--- src/rtl/core/lksc_pkg.sv ---
package lksc_pkg;

    localparam int KEY_W   = 64;
    localparam int STAMP_W = 32;
    localparam int SLOT_W  = 4;
    localparam int CFG_W   = 5;
    localparam int MODE_W  = 2;

    localparam logic [CFG_W-1:0] MAX_ENTRIES_RST = 5'd16;

    localparam logic [MODE_W-1:0] MODE_LOOKUP = 2'd0;
    localparam logic [MODE_W-1:0] MODE_STORE  = 2'd1;
    localparam logic [MODE_W-1:0] MODE_CLEAR  = 2'd2;

    // scan unit control from the sequencer
    typedef struct packed {
        logic start;  // clear trackers, load best stamp bound
        logic dv;     // read data of one entry is on the memory outputs
    } t_scan_ctl;

    // scan unit status back to the sequencer
    typedef struct packed {
        logic match_found;
        logic vic_found;
    } t_scan_flags;

endpackage

--- src/rtl/core/lksc_ram.sv ---
module lksc_ram #(
    parameter int WIDTH = 64,
    parameter int DEPTH = 16
) (
    input  logic                                  i_clk,
    input  logic                                  i_we,
    input  logic [((DEPTH > 1) ? $clog2(DEPTH) : 1)-1:0] i_waddr,
    input  logic [WIDTH-1:0]                      i_wdata,
    input  logic                                  i_re,
    input  logic [((DEPTH > 1) ? $clog2(DEPTH) : 1)-1:0] i_raddr,
    output logic [WIDTH-1:0]                      o_rdata
);

    logic [WIDTH-1:0] r_mem [0:DEPTH-1];
    logic [WIDTH-1:0] r_rdata;

    always_ff @(posedge i_clk) begin
        if (i_we) begin
            r_mem[i_waddr] <= i_wdata;
        end
        if (i_re) begin
            r_rdata <= r_mem[i_raddr];
        end
    end

    assign o_rdata = r_rdata;

endmodule

--- src/rtl/core/lksc_scan.sv ---
module lksc_scan
    import lksc_pkg::*;
#(
    parameter int AW = 4
) (
    input  logic               i_clk,
    input  logic               i_rst_n,
    input  t_scan_ctl          i_ctl,
    input  logic [AW-1:0]      i_didx,
    input  logic [KEY_W-1:0]   i_key,
    input  logic [STAMP_W-1:0] i_best_init,
    input  logic [KEY_W-1:0]   i_rd_key,
    input  logic [STAMP_W-1:0] i_rd_stamp,
    output t_scan_flags        o_flags,
    output logic [AW-1:0]      o_match_idx,
    output logic [AW-1:0]      o_vic_idx,
    output logic [KEY_W-1:0]   o_vic_key,
    output logic [KEY_W-1:0]   o_key0
);

    t_scan_flags        r_flags;
    logic [AW-1:0]      r_match_idx;
    logic [AW-1:0]      r_vic_idx;
    logic [KEY_W-1:0]   r_vic_key;
    logic [KEY_W-1:0]   r_key0;
    logic [STAMP_W-1:0] r_best;

    logic key_eq;
    logic new_match;
    logic stamp_lt;

    assign key_eq    = (i_rd_key == i_key);
    assign new_match = i_ctl.dv && !r_flags.match_found && key_eq;
    // strict compare while walking downward keeps the highest index on ties
    assign stamp_lt  = i_ctl.dv && (i_rd_stamp < r_best);

    always_ff @(posedge i_clk) begin
        if (!i_rst_n) begin
            r_flags <= '0;
        end else if (i_ctl.start) begin
            r_flags <= '0;
        end else begin
            if (new_match) begin
                r_flags.match_found <= 1'b1;
            end
            if (stamp_lt) begin
                r_flags.vic_found <= 1'b1;
            end
        end
    end

    always_ff @(posedge i_clk) begin
        if (i_ctl.start) begin
            r_best <= i_best_init;
        end else begin
            if (new_match) begin
                r_match_idx <= i_didx;
            end
            if (stamp_lt) begin
                r_best    <= i_rd_stamp;
                r_vic_idx <= i_didx;
                r_vic_key <= i_rd_key;
            end
            if (i_ctl.dv && (i_didx == '0)) begin
                r_key0 <= i_rd_key;
            end
        end
    end

    assign o_flags     = r_flags;
    assign o_match_idx = r_match_idx;
    assign o_vic_idx   = r_vic_idx;
    assign o_vic_key   = r_vic_key;
    assign o_key0      = r_key0;

endmodule

--- src/rtl/core/lru_keyed_slot_cache_unit.sv ---
// Fully associative key store with least-recently-used replacement.
// Slave channel: one item per lookup, store or clear; s_tuser carries the
// mode, s_tdata the key and the current time. Master channel: one result
// item per input item; m_tuser carries hit and replaced, m_tdata the slot
// and the evicted key. i_cfg_we/i_cfg_wdata set max_entries.
// Keys and stamps live in two memories with one read port each. A lookup
// or store walks the n valid entries from the top down, one read a cycle;
// with an empty store, and for clear and unused modes, it skips the scan
// and goes straight to the finish state. One item is in work at a time:
// the next is taken the cycle after the result is loaded into the output
// register.
// A result waiting in the output register does not block acceptance, but
// the following result waits for the register to empty when m_tready is low.
// Reset (synchronous, active low) empties the store and sets max_entries
// to 16; memory contents are not cleared and need no clearing pass.
module lru_keyed_slot_cache_unit
    import lksc_pkg::*;
#(
    parameter int CAPACITY = 16
) (
    input  logic             i_clk,
    input  logic             i_rst_n,
    input  logic             i_cfg_we,
    input  logic [CFG_W-1:0] i_cfg_wdata,  // max_entries
    input  logic             s_tvalid,
    output logic             s_tready,
    input  logic [95:0]      s_tdata,      // key[63:0], time_now[95:64]
    input  logic [1:0]       s_tuser,      // mode[1:0]
    output logic             m_tvalid,
    input  logic             m_tready,
    output logic [71:0]      m_tdata,      // slot[3:0], evicted_key[67:4], zero[71:68]
    output logic [1:0]       m_tuser       // hit[0], replaced[1]
);

    localparam int AW = (CAPACITY > 1) ? $clog2(CAPACITY) : 1;
    localparam int CW = $clog2(CAPACITY + 1);
    localparam int LW = ((CW > CFG_W) ? CW : CFG_W) + 1;

    typedef enum logic [2:0] {
        ST_IDLE   = 3'b001,
        ST_SCAN   = 3'b010,
        ST_FINISH = 3'b100
    } t_state;

    t_state              r_state, n_state;
    logic [CFG_W-1:0]    r_max_entries;
    logic [CW-1:0]       r_count, n_count;
    logic [AW-1:0]       r_addr, n_addr;
    logic                r_issue_done, n_issue_done;
    logic                r_dv, n_dv;
    logic [AW-1:0]       r_didx, n_didx;
    logic [MODE_W-1:0]   r_mode;
    logic [KEY_W-1:0]    r_key;
    logic [STAMP_W-1:0]  r_now;
    logic                r_m_valid;
    logic [71:0]         r_m_data;
    logic [1:0]          r_m_user;

    logic                accept;
    logic                rd_en;
    logic [KEY_W-1:0]    rd_key;
    logic [STAMP_W-1:0]  rd_stamp;
    t_scan_ctl           scan_ctl;
    t_scan_flags         scan_flags;
    logic [AW-1:0]       match_idx;
    logic [AW-1:0]       vic_idx;
    logic [KEY_W-1:0]    vic_key;
    logic [KEY_W-1:0]    key0;

    logic                fin_go;
    logic                is_scan_mode;
    logic                res_hit;
    logic                do_append;
    logic                do_replace;
    logic                below_lim;
    logic [LW-1:0]       me_ext;
    logic [LW-1:0]       lim;
    logic [AW-1:0]       victim;
    logic [AW-1:0]       widx;
    logic [AW-1:0]       slot_idx;
    logic [AW+3:0]       slot_wide;
    logic [KEY_W-1:0]    evicted;
    logic                key_we;
    logic                stamp_we;
    logic [CW-1:0]       count_m1;

    assign accept   = s_tvalid && s_tready;
    assign s_tready = (r_state == ST_IDLE);

    // effective limit: max_entries clamped to 1..CAPACITY
    always_comb begin
        me_ext = LW'(r_max_entries);
        if (me_ext == '0) begin
            lim = LW'(1);
        end else if (me_ext > LW'(CAPACITY)) begin
            lim = LW'(CAPACITY);
        end else begin
            lim = me_ext;
        end
    end
    assign below_lim = (LW'(r_count) < lim);

    assign is_scan_mode = (r_mode == MODE_LOOKUP) || (r_mode == MODE_STORE);
    assign res_hit      = is_scan_mode && scan_flags.match_found;
    assign do_append    = (r_mode == MODE_STORE) && !scan_flags.match_found && below_lim;
    assign do_replace   = (r_mode == MODE_STORE) && !scan_flags.match_found && !below_lim;
    // no qualifying stamp falls back to slot 0
    assign victim       = scan_flags.vic_found ? vic_idx : '0;
    assign evicted      = !do_replace ? '0 : (scan_flags.vic_found ? vic_key : key0);

    always_comb begin
        if (res_hit) begin
            widx = match_idx;
        end else if (do_append) begin
            widx = r_count[AW-1:0];
        end else begin
            widx = victim;
        end
    end

    assign slot_idx  = (res_hit || do_append || do_replace) ? widx : '0;
    assign slot_wide = {4'b0000, slot_idx};

    assign fin_go   = (r_state == ST_FINISH) && (!r_m_valid || m_tready);
    assign key_we   = fin_go && (do_append || do_replace);
    assign stamp_we = fin_go && (res_hit || do_append || do_replace);

    assign rd_en          = (r_state == ST_SCAN) && !r_issue_done;
    assign scan_ctl.start = accept;
    assign scan_ctl.dv    = r_dv;

    assign count_m1 = r_count - CW'(1);

    always_comb begin
        n_state      = r_state;
        n_count      = r_count;
        n_addr       = r_addr;
        n_issue_done = r_issue_done;
        n_dv         = 1'b0;
        n_didx       = r_didx;
        unique case (r_state)
            ST_IDLE: begin
                if (accept) begin
                    if (((s_tuser == MODE_LOOKUP) || (s_tuser == MODE_STORE))
                        && (r_count != '0)) begin
                        n_state      = ST_SCAN;
                        n_addr       = count_m1[AW-1:0];
                        n_issue_done = 1'b0;
                    end else begin
                        n_state = ST_FINISH;
                    end
                end
            end
            ST_SCAN: begin
                if (!r_issue_done) begin
                    n_dv   = 1'b1;
                    n_didx = r_addr;
                    if (r_addr == '0) begin
                        n_issue_done = 1'b1;
                    end else begin
                        n_addr = r_addr - AW'(1);
                    end
                end
                // entry 0 is the last one read
                if (r_dv && (r_didx == '0)) begin
                    n_state = ST_FINISH;
                end
            end
            ST_FINISH: begin
                if (fin_go) begin
                    n_state = ST_IDLE;
                    if (do_append) begin
                        n_count = r_count + CW'(1);
                    end else if (r_mode == MODE_CLEAR) begin
                        n_count = '0;
                    end
                end
            end
            default: begin
                n_state = ST_IDLE;
            end
        endcase
    end

    always_ff @(posedge i_clk) begin
        if (!i_rst_n) begin
            r_state       <= ST_IDLE;
            r_max_entries <= MAX_ENTRIES_RST;
            r_count       <= '0;
            r_issue_done  <= 1'b1;
            r_dv          <= 1'b0;
            r_m_valid     <= 1'b0;
        end else begin
            r_state      <= n_state;
            r_count      <= n_count;
            r_issue_done <= n_issue_done;
            r_dv         <= n_dv;
            if (i_cfg_we) begin
                r_max_entries <= i_cfg_wdata;
            end
            if (fin_go) begin
                r_m_valid <= 1'b1;
            end else if (m_tready) begin
                r_m_valid <= 1'b0;
            end
        end
    end

    always_ff @(posedge i_clk) begin
        r_addr <= n_addr;
        r_didx <= n_didx;
        if (accept) begin
            r_mode <= s_tuser;
            r_key  <= s_tdata[63:0];
            r_now  <= s_tdata[95:64];
        end
        if (fin_go) begin
            r_m_data <= {4'b0000, evicted, slot_wide[3:0]};
            r_m_user <= {do_replace, res_hit};
        end
    end

    assign m_tvalid = r_m_valid;
    assign m_tdata  = r_m_data;
    assign m_tuser  = r_m_user;

    lksc_ram #(
        .WIDTH (KEY_W),
        .DEPTH (CAPACITY)
    ) u_key_ram (
        .i_clk   (i_clk),
        .i_we    (key_we),
        .i_waddr (widx),
        .i_wdata (r_key),
        .i_re    (rd_en),
        .i_raddr (r_addr),
        .o_rdata (rd_key)
    );

    lksc_ram #(
        .WIDTH (STAMP_W),
        .DEPTH (CAPACITY)
    ) u_stamp_ram (
        .i_clk   (i_clk),
        .i_we    (stamp_we),
        .i_waddr (widx),
        .i_wdata (r_now),
        .i_re    (rd_en),
        .i_raddr (r_addr),
        .o_rdata (rd_stamp)
    );

    lksc_scan #(
        .AW (AW)
    ) u_scan (
        .i_clk       (i_clk),
        .i_rst_n     (i_rst_n),
        .i_ctl       (scan_ctl),
        .i_didx      (r_didx),
        .i_key       (r_key),
        .i_best_init (s_tdata[95:64] + STAMP_W'(1)),
        .i_rd_key    (rd_key),
        .i_rd_stamp  (rd_stamp),
        .o_flags     (scan_flags),
        .o_match_idx (match_idx),
        .o_vic_idx   (vic_idx),
        .o_vic_key   (vic_key),
        .o_key0      (key0)
    );

    a_no_write_in_scan: assert property (@(posedge i_clk) disable iff (!i_rst_n)
        (r_state == ST_SCAN) |-> !(key_we || stamp_we))
        else $error("memory write during scan");

    a_count_bound: assert property (@(posedge i_clk) disable iff (!i_rst_n)
        r_count <= CW'(CAPACITY))
        else $error("entry count above capacity");

    a_hit_xor_replace: assert property (@(posedge i_clk) disable iff (!i_rst_n)
        r_m_valid |-> !(r_m_user[0] && r_m_user[1]))
        else $error("hit and replaced both set");

    a_append_count: assert property (@(posedge i_clk) disable iff (!i_rst_n)
        (fin_go && do_append) |=> (r_count == $past(r_count) + CW'(1)))
        else $error("append did not advance count");

    a_read_in_range: assert property (@(posedge i_clk) disable iff (!i_rst_n)
        (r_state == ST_SCAN && r_dv) |-> (CW'(r_didx) < r_count))
        else $error("scan read beyond entry count");

endmodule

--- config.mk ---
export PLATFORM = sky130hd
export DESIGN_NAME = lru_keyed_slot_cache_unit
export DESIGN_NICKNAME = d
export VERILOG_FILES = /design/src/rtl/core/lksc_pkg.sv /design/src/rtl/core/lksc_ram.sv /design/src/rtl/core/lksc_scan.sv /design/src/rtl/core/lru_keyed_slot_cache_unit.sv
export SDC_FILE = /design/constraint.sdc
export NUM_CORES = 2
export LEC_CHECK = 0
export BUFFER_PORTS_ARGS = -buffer_cell sky130_fd_sc_hd__buf_2
export CORE_AREA = 2 2 335 585
export DETAILED_ROUTE_END_ITERATION = 10
export DIE_AREA = 0 0 337 587
export PLACE_DENSITY = 0.56
export SYNTH_ARGS = -nofsm -noshare
export SYNTH_HDL_FRONTEND = slang
export SYNTH_SLANG_ARGS = --single-unit
--- constraint.sdc ---
create_clock -name i_clk -period 24.4 [get_ports i_clk]
set_input_delay 4.88 -clock i_clk [delete_from_list [all_inputs] [get_ports i_clk]]
set_output_delay 4.88 -clock i_clk [all_outputs]
set_load 0.005 [all_outputs]
== Yosys cells after proc, flatten, opt, wreduce, memory -nomap -nowiden ==
Memory sizes are Yosys's and may differ from the RTL's. A register that Yosys moved wholly into a read port is not among the register bits.
Cells that the tools add are included.
Word-level totals
  memory bits (writable): 1536
  register bits: 362
  output and inout port bits: 76
  memories kept: 2
Memories
  u_key_ram.r_mem: words 16, width 64, rd ports 1, clocked after Yosys merged registers in 1, wr ports 1, line lksc_ram.sv:14  | logic [WIDTH-1:0] r_mem [0:DEPTH-1];
  u_stamp_ram.r_mem: words 16, width 32, rd ports 1, clocked after Yosys merged registers in 1, wr ports 1, line lksc_ram.sv:14
Operators by class
  add/sub/neg operators: 4
  bitwise logic cells: 3
  multiplexer cells: 32
  equality and inequality tests: 13
  $lt $le $gt $ge: 3
  reductions and logical operators: 44
Operators with widths (count)
  equality test 64 bit: 1
  two-way mux 32 bit: 2
  two-way mux 64 bit: 1
  adder 32 x 1 -> 32 bit (second input constant): 1
  less-than comparator 32 bit: 1
  two-way mux 4 bit: 7
  two-way mux 5 bit: 4
  logical AND 1 bit: 14
  two-way mux 3 bit: 4
  two-way mux 1 bit: 11
  AND reduction 2 bit: 5
  case mux 3 bit (3 select lines): 1
  AND reduction 3 bit: 3
  zero test 4 bit: 2
  case mux 4 bit (2 select lines): 1
  nonzero test 2 bit: 4
  subtractor 4 x 1 -> 4 bit (second input constant): 2
  logical OR 1 bit: 6
  inequality test 2 x 1 -> 1 bit (second input constant): 3
  inequality test 2 bit (second input constant): 3
  adder 5 x 1 -> 5 bit (second input constant): 1
  > comparator 5 bit (second input constant): 1
  zero test 5 bit: 1
  less-than comparator 5 bit: 1
  12 further kinds: 19

== Logic depth before layout (Yosys ltp) ==
  depth after elaboration: 10
  depth in mapped cells: 12
  gate-level depth less buffers: 9

== By module ==
Synthesis repeated with hierarchy kept, for this count alone.
Second synthesis, totals
  cells, all modules: 3491
  area, all modules: 75622.5 µm²
By module, submodules not included
  lksc_ram (u_key_ram): seq. area each 32671.3 µm², times used 1, cells an instance 1647, area an instance 40223.6 µm²
  lksc_ram (u_stamp_ram): seq. area each 16335.7 µm², times used 1, cells an instance 838, area an instance 20174.3 µm²
  lru_keyed_slot_cache_unit: seq. area each 5605.4 µm², times used 1, cells an instance 554, area an instance 8027.7 µm²
  lksc_scan: seq. area each 5084.9 µm², times used 1, cells an instance 452, area an instance 7196.9 µm²

== Worst setup path before layout ==
OpenSTA, ideal clock, no wires.
  path type: input port to flip-flop
  start point: input s_tvalid
  end point: register u_scan.r_key0[0], in the netlist u_scan.o_key0[0], enable pin
  slack: 10746 ps
  required time: 23756 ps
  cell stages on the path: 4
  path buffers: 1
  arrival time: 13010 ps
  library setup time: 644 ps
  cell sequence: nand2_1 > clkbuf_1 > inv_1 > nor4_1
On the way
  word-level cells in the longest chain between the ends: 3
RTL lines
  from (decl): line lru_keyed_slot_cache_unit.sv:25  | input logic s_tvalid,
  logical AND 1 bit: line lru_keyed_slot_cache_unit.sv:87  | assign accept = s_tvalid && s_tready;
  net accept: line lru_keyed_slot_cache_unit.sv:59  | logic accept;
  inverter 1 bit (no source line)
  AND reduction 2 bit (no source line)
  to (signal assigned): line lksc_scan.sv:65  | r_key0 <= i_rd_key;
  to (decl): line lksc_scan.sv:25  | logic [KEY_W-1:0] r_key0;
The timed path passes the listed nets, and every way through them passes these cells.
A chain may end at the register's enable or synchronous reset.

== Worst setup path after layout ==
  start point: input m_tready
  end point: memory u_key_ram.r_mem[15][45], enable pin
On the way
  word-level cells in the longest chain between the ends: 5
RTL lines
  from (decl): line lru_keyed_slot_cache_unit.sv:30  | input logic m_tready,
  logical OR 1 bit: line lru_keyed_slot_cache_unit.sv:124  | assign fin_go = (r_state == ST_FINISH) && (!r_m_valid || m_tready);
  logical AND 1 bit: line lru_keyed_slot_cache_unit.sv:124
  net fin_go: line lru_keyed_slot_cache_unit.sv:70  | logic fin_go;
  logical AND 1 bit: line lru_keyed_slot_cache_unit.sv:125  | assign key_we = fin_go && (do_append || do_replace);
  two-way mux 1 bit: line lksc_ram.sv:18  | if (i_we) begin
  two-way mux 1 bit (not written as such): line lksc_ram.sv:19  | r_mem[i_waddr] <= i_wdata;
  to (decl): line lksc_ram.sv:14
The timed path passes the listed nets, and every way through them passes these cells.

==> reports/results.txt <==
CTS Sinks: 1994
Sequential share of power: 56.0%
Final Slew Violations: 0
Fillers: 16563
Vias in the first global route: 40210
Fmax achieved: 129 MHz
Post-synth EDFFs: 1976
Setup TNS: 0 ns
Worst-case clock buffer depth: 4
Later-pin clock latency in the skew report: 0.85 ns
Design Area, Final: 87200 sq um
R2r startpoint: r_addr[0]
First-pass GRT wire length: 289 mm
Crit path cell chain: buf_2 > nand2b_1 > nand2_1 > inv_4 > nand4_1 > mux2i_1 > o211ai_1 > nor2_4 > buf_4
Main synth FF type: edfxtp_1
Largest net degree at the start of global routing: 138
Die area: 198000 sq um
Setup crit start kind: input pin
Layout cells sized above 1: 20.3%
WL/cell: 28.6 microns
Yosys top cell area share: 77.3%
Residual DRC: 0
Crit-path max FO: 35
Mapped cell area: 76800 sq um
Count leader, synth: edfxtp_1
Netlist cell types: 81
Starting Density: 39.7%
Max VDD drop: 58.9 uV
Port Buffer Count: 179
Data arrival, critical path: 8.16 ns
DIE HEIGHT: 587 microns
CP Capture Type: flop
CP max stage delay: 1.08 ns
GRT Util Overall: 20.3%
Yosys reg bits: 1994
Register-to-Register Path Depth: 7
Post-CTS Hold Buffers: 0
DR pass1 iterations: 5
Final GP Congestion: 0.794
PwrDens: 78.7 nW/um^2
Row cnt: 214
Final wirelength: 202 mm
Core area: 194000 sq um
Worst hold path type: flop to flop
Layout area overhead: 13.6%
Clock root buffer: clkbuf_16
Clock share of power: 42.4%
CTS HTree Levels: 4
Syn avg cell area: 19.1 sq um
Post-CTS sizing: 0
Reg clk slew, reported paths: 0.06 ns
Setup violations, final: 0
Slew @ Worst Pin: 1.38 ns
Final period util: 31.7%
Syn Inst Count: 4031
Ports: 184
Slew HR: 7.58%
Most frequent cells after synthesis: edfxtp_1 (1976), mux2i_1 (362), o21ai_0 (227), nor2_1 (204), mux4_2 (192)
Setup Skew: 0.0412 ns
Status: finished clean
Vias/cell: 5.52
CTS tree: yes
DP Wirelength: 121 mm
Power Internal: 5.47 mW
Yosys warns: 0
Switch Pwr: 1.40 mW
Antenna-violating nets left: 0
HP Start: r_didx[0]
Crit. Startpoint: m_tready
Final Hold Vio Count: 0
Global route overflow: 0
Tmin final: 7.73 ns
Synth area leader: edfxtp_1
Layout Nets: 4470
CP required: 24.84 ns
Setup bufs post-CTS: 0
CP max-delay cell: nor2_4
Cell depth of the worst hold path: 0
CTS buffer count: 190
Routed via count: 38973
CP Class: input pin to flop
Synth area leaders: edfxtp_1 (77%), mux4_2 (5.6%), mux2i_1 (4.7%)
Asr flop ratio synth: 0%
Sw Ratio: 20.3%
Sequential-to-total area share from yosys stat: 77.7%
Max_cap viols: 0
DRT iter0 DRCs: 3217
Dpl cell area: 81200 sq um
RSZ-0062 raised after global routing: no
Initial antenna violation count: 13
Total leakage power: 27.1 nW
Logic pwr share: 1.6%
Die W: 337 microns
## final timing paths
kind	to	slack, ns
worst min register to register	u_scan.o_match_idx[0]	0.48
worst min-delay path	u_scan.o_match_idx[0]	0.48
worst max-delay path	u_key_ram.r_mem[15][45]	16.67
worst max register to register	u_key_ram.o_rdata[58]	19.14
## cell families (layout without fill, tap and decap cells)
family          count (synthesis)  after routing  synth area share (%)
buf+inv                       255            689                  1.43
other cells                     1              6               0.00488
mux                           651            651                  11.8
simple gates                  415            415                  2.52
flops                        1994           1994                  77.7
fa+ha+maj                      39             39                 0.635
compound gates                594            594                  4.97
xor+xnor                       82             82                 0.935
## placed cells by master (no fill, tap or decap), types with 31 or more instances in the layout
master     synthesis  layout
a22oi_1           98      98
clkbuf_16          0     192
o21ai_0          227     227
xnor2_1           36      36
buf_2             69     179
nor2_1           204     194
mux2_2            96      96
clkinv_2           0      33
buf_4              5     111
a21oi_1          113     113
edfxtp_1        1976    1976
nand2_1           71      70
clkbuf_1         106      31
clkinv_1           2      46
mux4_2           192     192
ha_1              39      39
a221oi_1          97      97
mux2i_1          362     362
inv_1             56      55
xor2_1            46      46
## per-layer routing
| layer | wire (microns) | up-vias | track usage, % | part of all wire, % |
|---|---|---|---|---|
| met5 | 13 | - | 0 | 0.0064 |
| li1 | - | 16851 | - | - |
| met4 | 5830 | 2 | 6.19 | 2.9 |
| met2 | 110000 | 1110 | 37.6 | 55 |
| met1 | 77300 | 20710 | 24.6 | 38 |
| met3 | 8830 | 300 | 2.39 | 4.4 |
## power groups by stage
stage	Sequential, mW	Combinational, mW	Clock, mW
finish	3.85	0.110	2.91
CTS	3.85	0.113	2.96
floorplan	3.90	0.0463	0
global placement	3.92	0.111	0
detailed placement	3.92	0.112	0
global route	3.85	0.120	3.09
## through the flow
step           hold slack (ns)  power, mW  util (%)  instances  worst slack, ns
2_1_floorplan            0.421       3.95         -       4034            10.75
4_1_cts                  0.474       6.92      45.0       7060            16.68
3_5_place_dp             0.459       4.03      41.9       6723            15.81
3_3_place_gp             0.458       4.03      41.9       6723            15.82
5_1_grt                  0.503       7.06      45.0       7062            16.48
6_report                 0.478       6.86      45.0       7062            16.67
## worst max-delay path: cells and delay by family
kind,cells,cell delay (ns)
and+or+nand+nor,4,1.58
buffers and inverters,3,1.16
AOI/OAI and AO/OA,1,0.25
muxes,1,0.21
## registers in the layout, summed over array words and instances, names as in the netlist, 5 cells and up
| name | cells |
|---|---|
| u_scan.o_key0 | 64 |
| u_key_ram.r_mem | 1024 |
| r_now | 32 |
| u_scan.o_vic_key | 64 |
| r_count | 5 |
| u_stamp_ram.o_rdata | 32 |
| u_key_ram.o_rdata | 64 |
| u_stamp_ram.r_mem | 512 |
| u_scan.r_best | 32 |
| r_key | 64 |
| r_max_entries | 5 |
| m_tdata | 68 |
## layout make-up
class	instances	area, sq um	share of cell area, %
multi-input combinational	1785	16200	18.6
clock buffer	223	4920	5.64
antenna	2	5.00	0.00574
sequential	1994	59700	68.5
timing repair buffer	293	1790	2.05
tap	2592	3240	3.72
clock inverter	114	1070	1.23
inverter	59	229	0.263
Note: power is estimated with default switching activity, not from simulation.
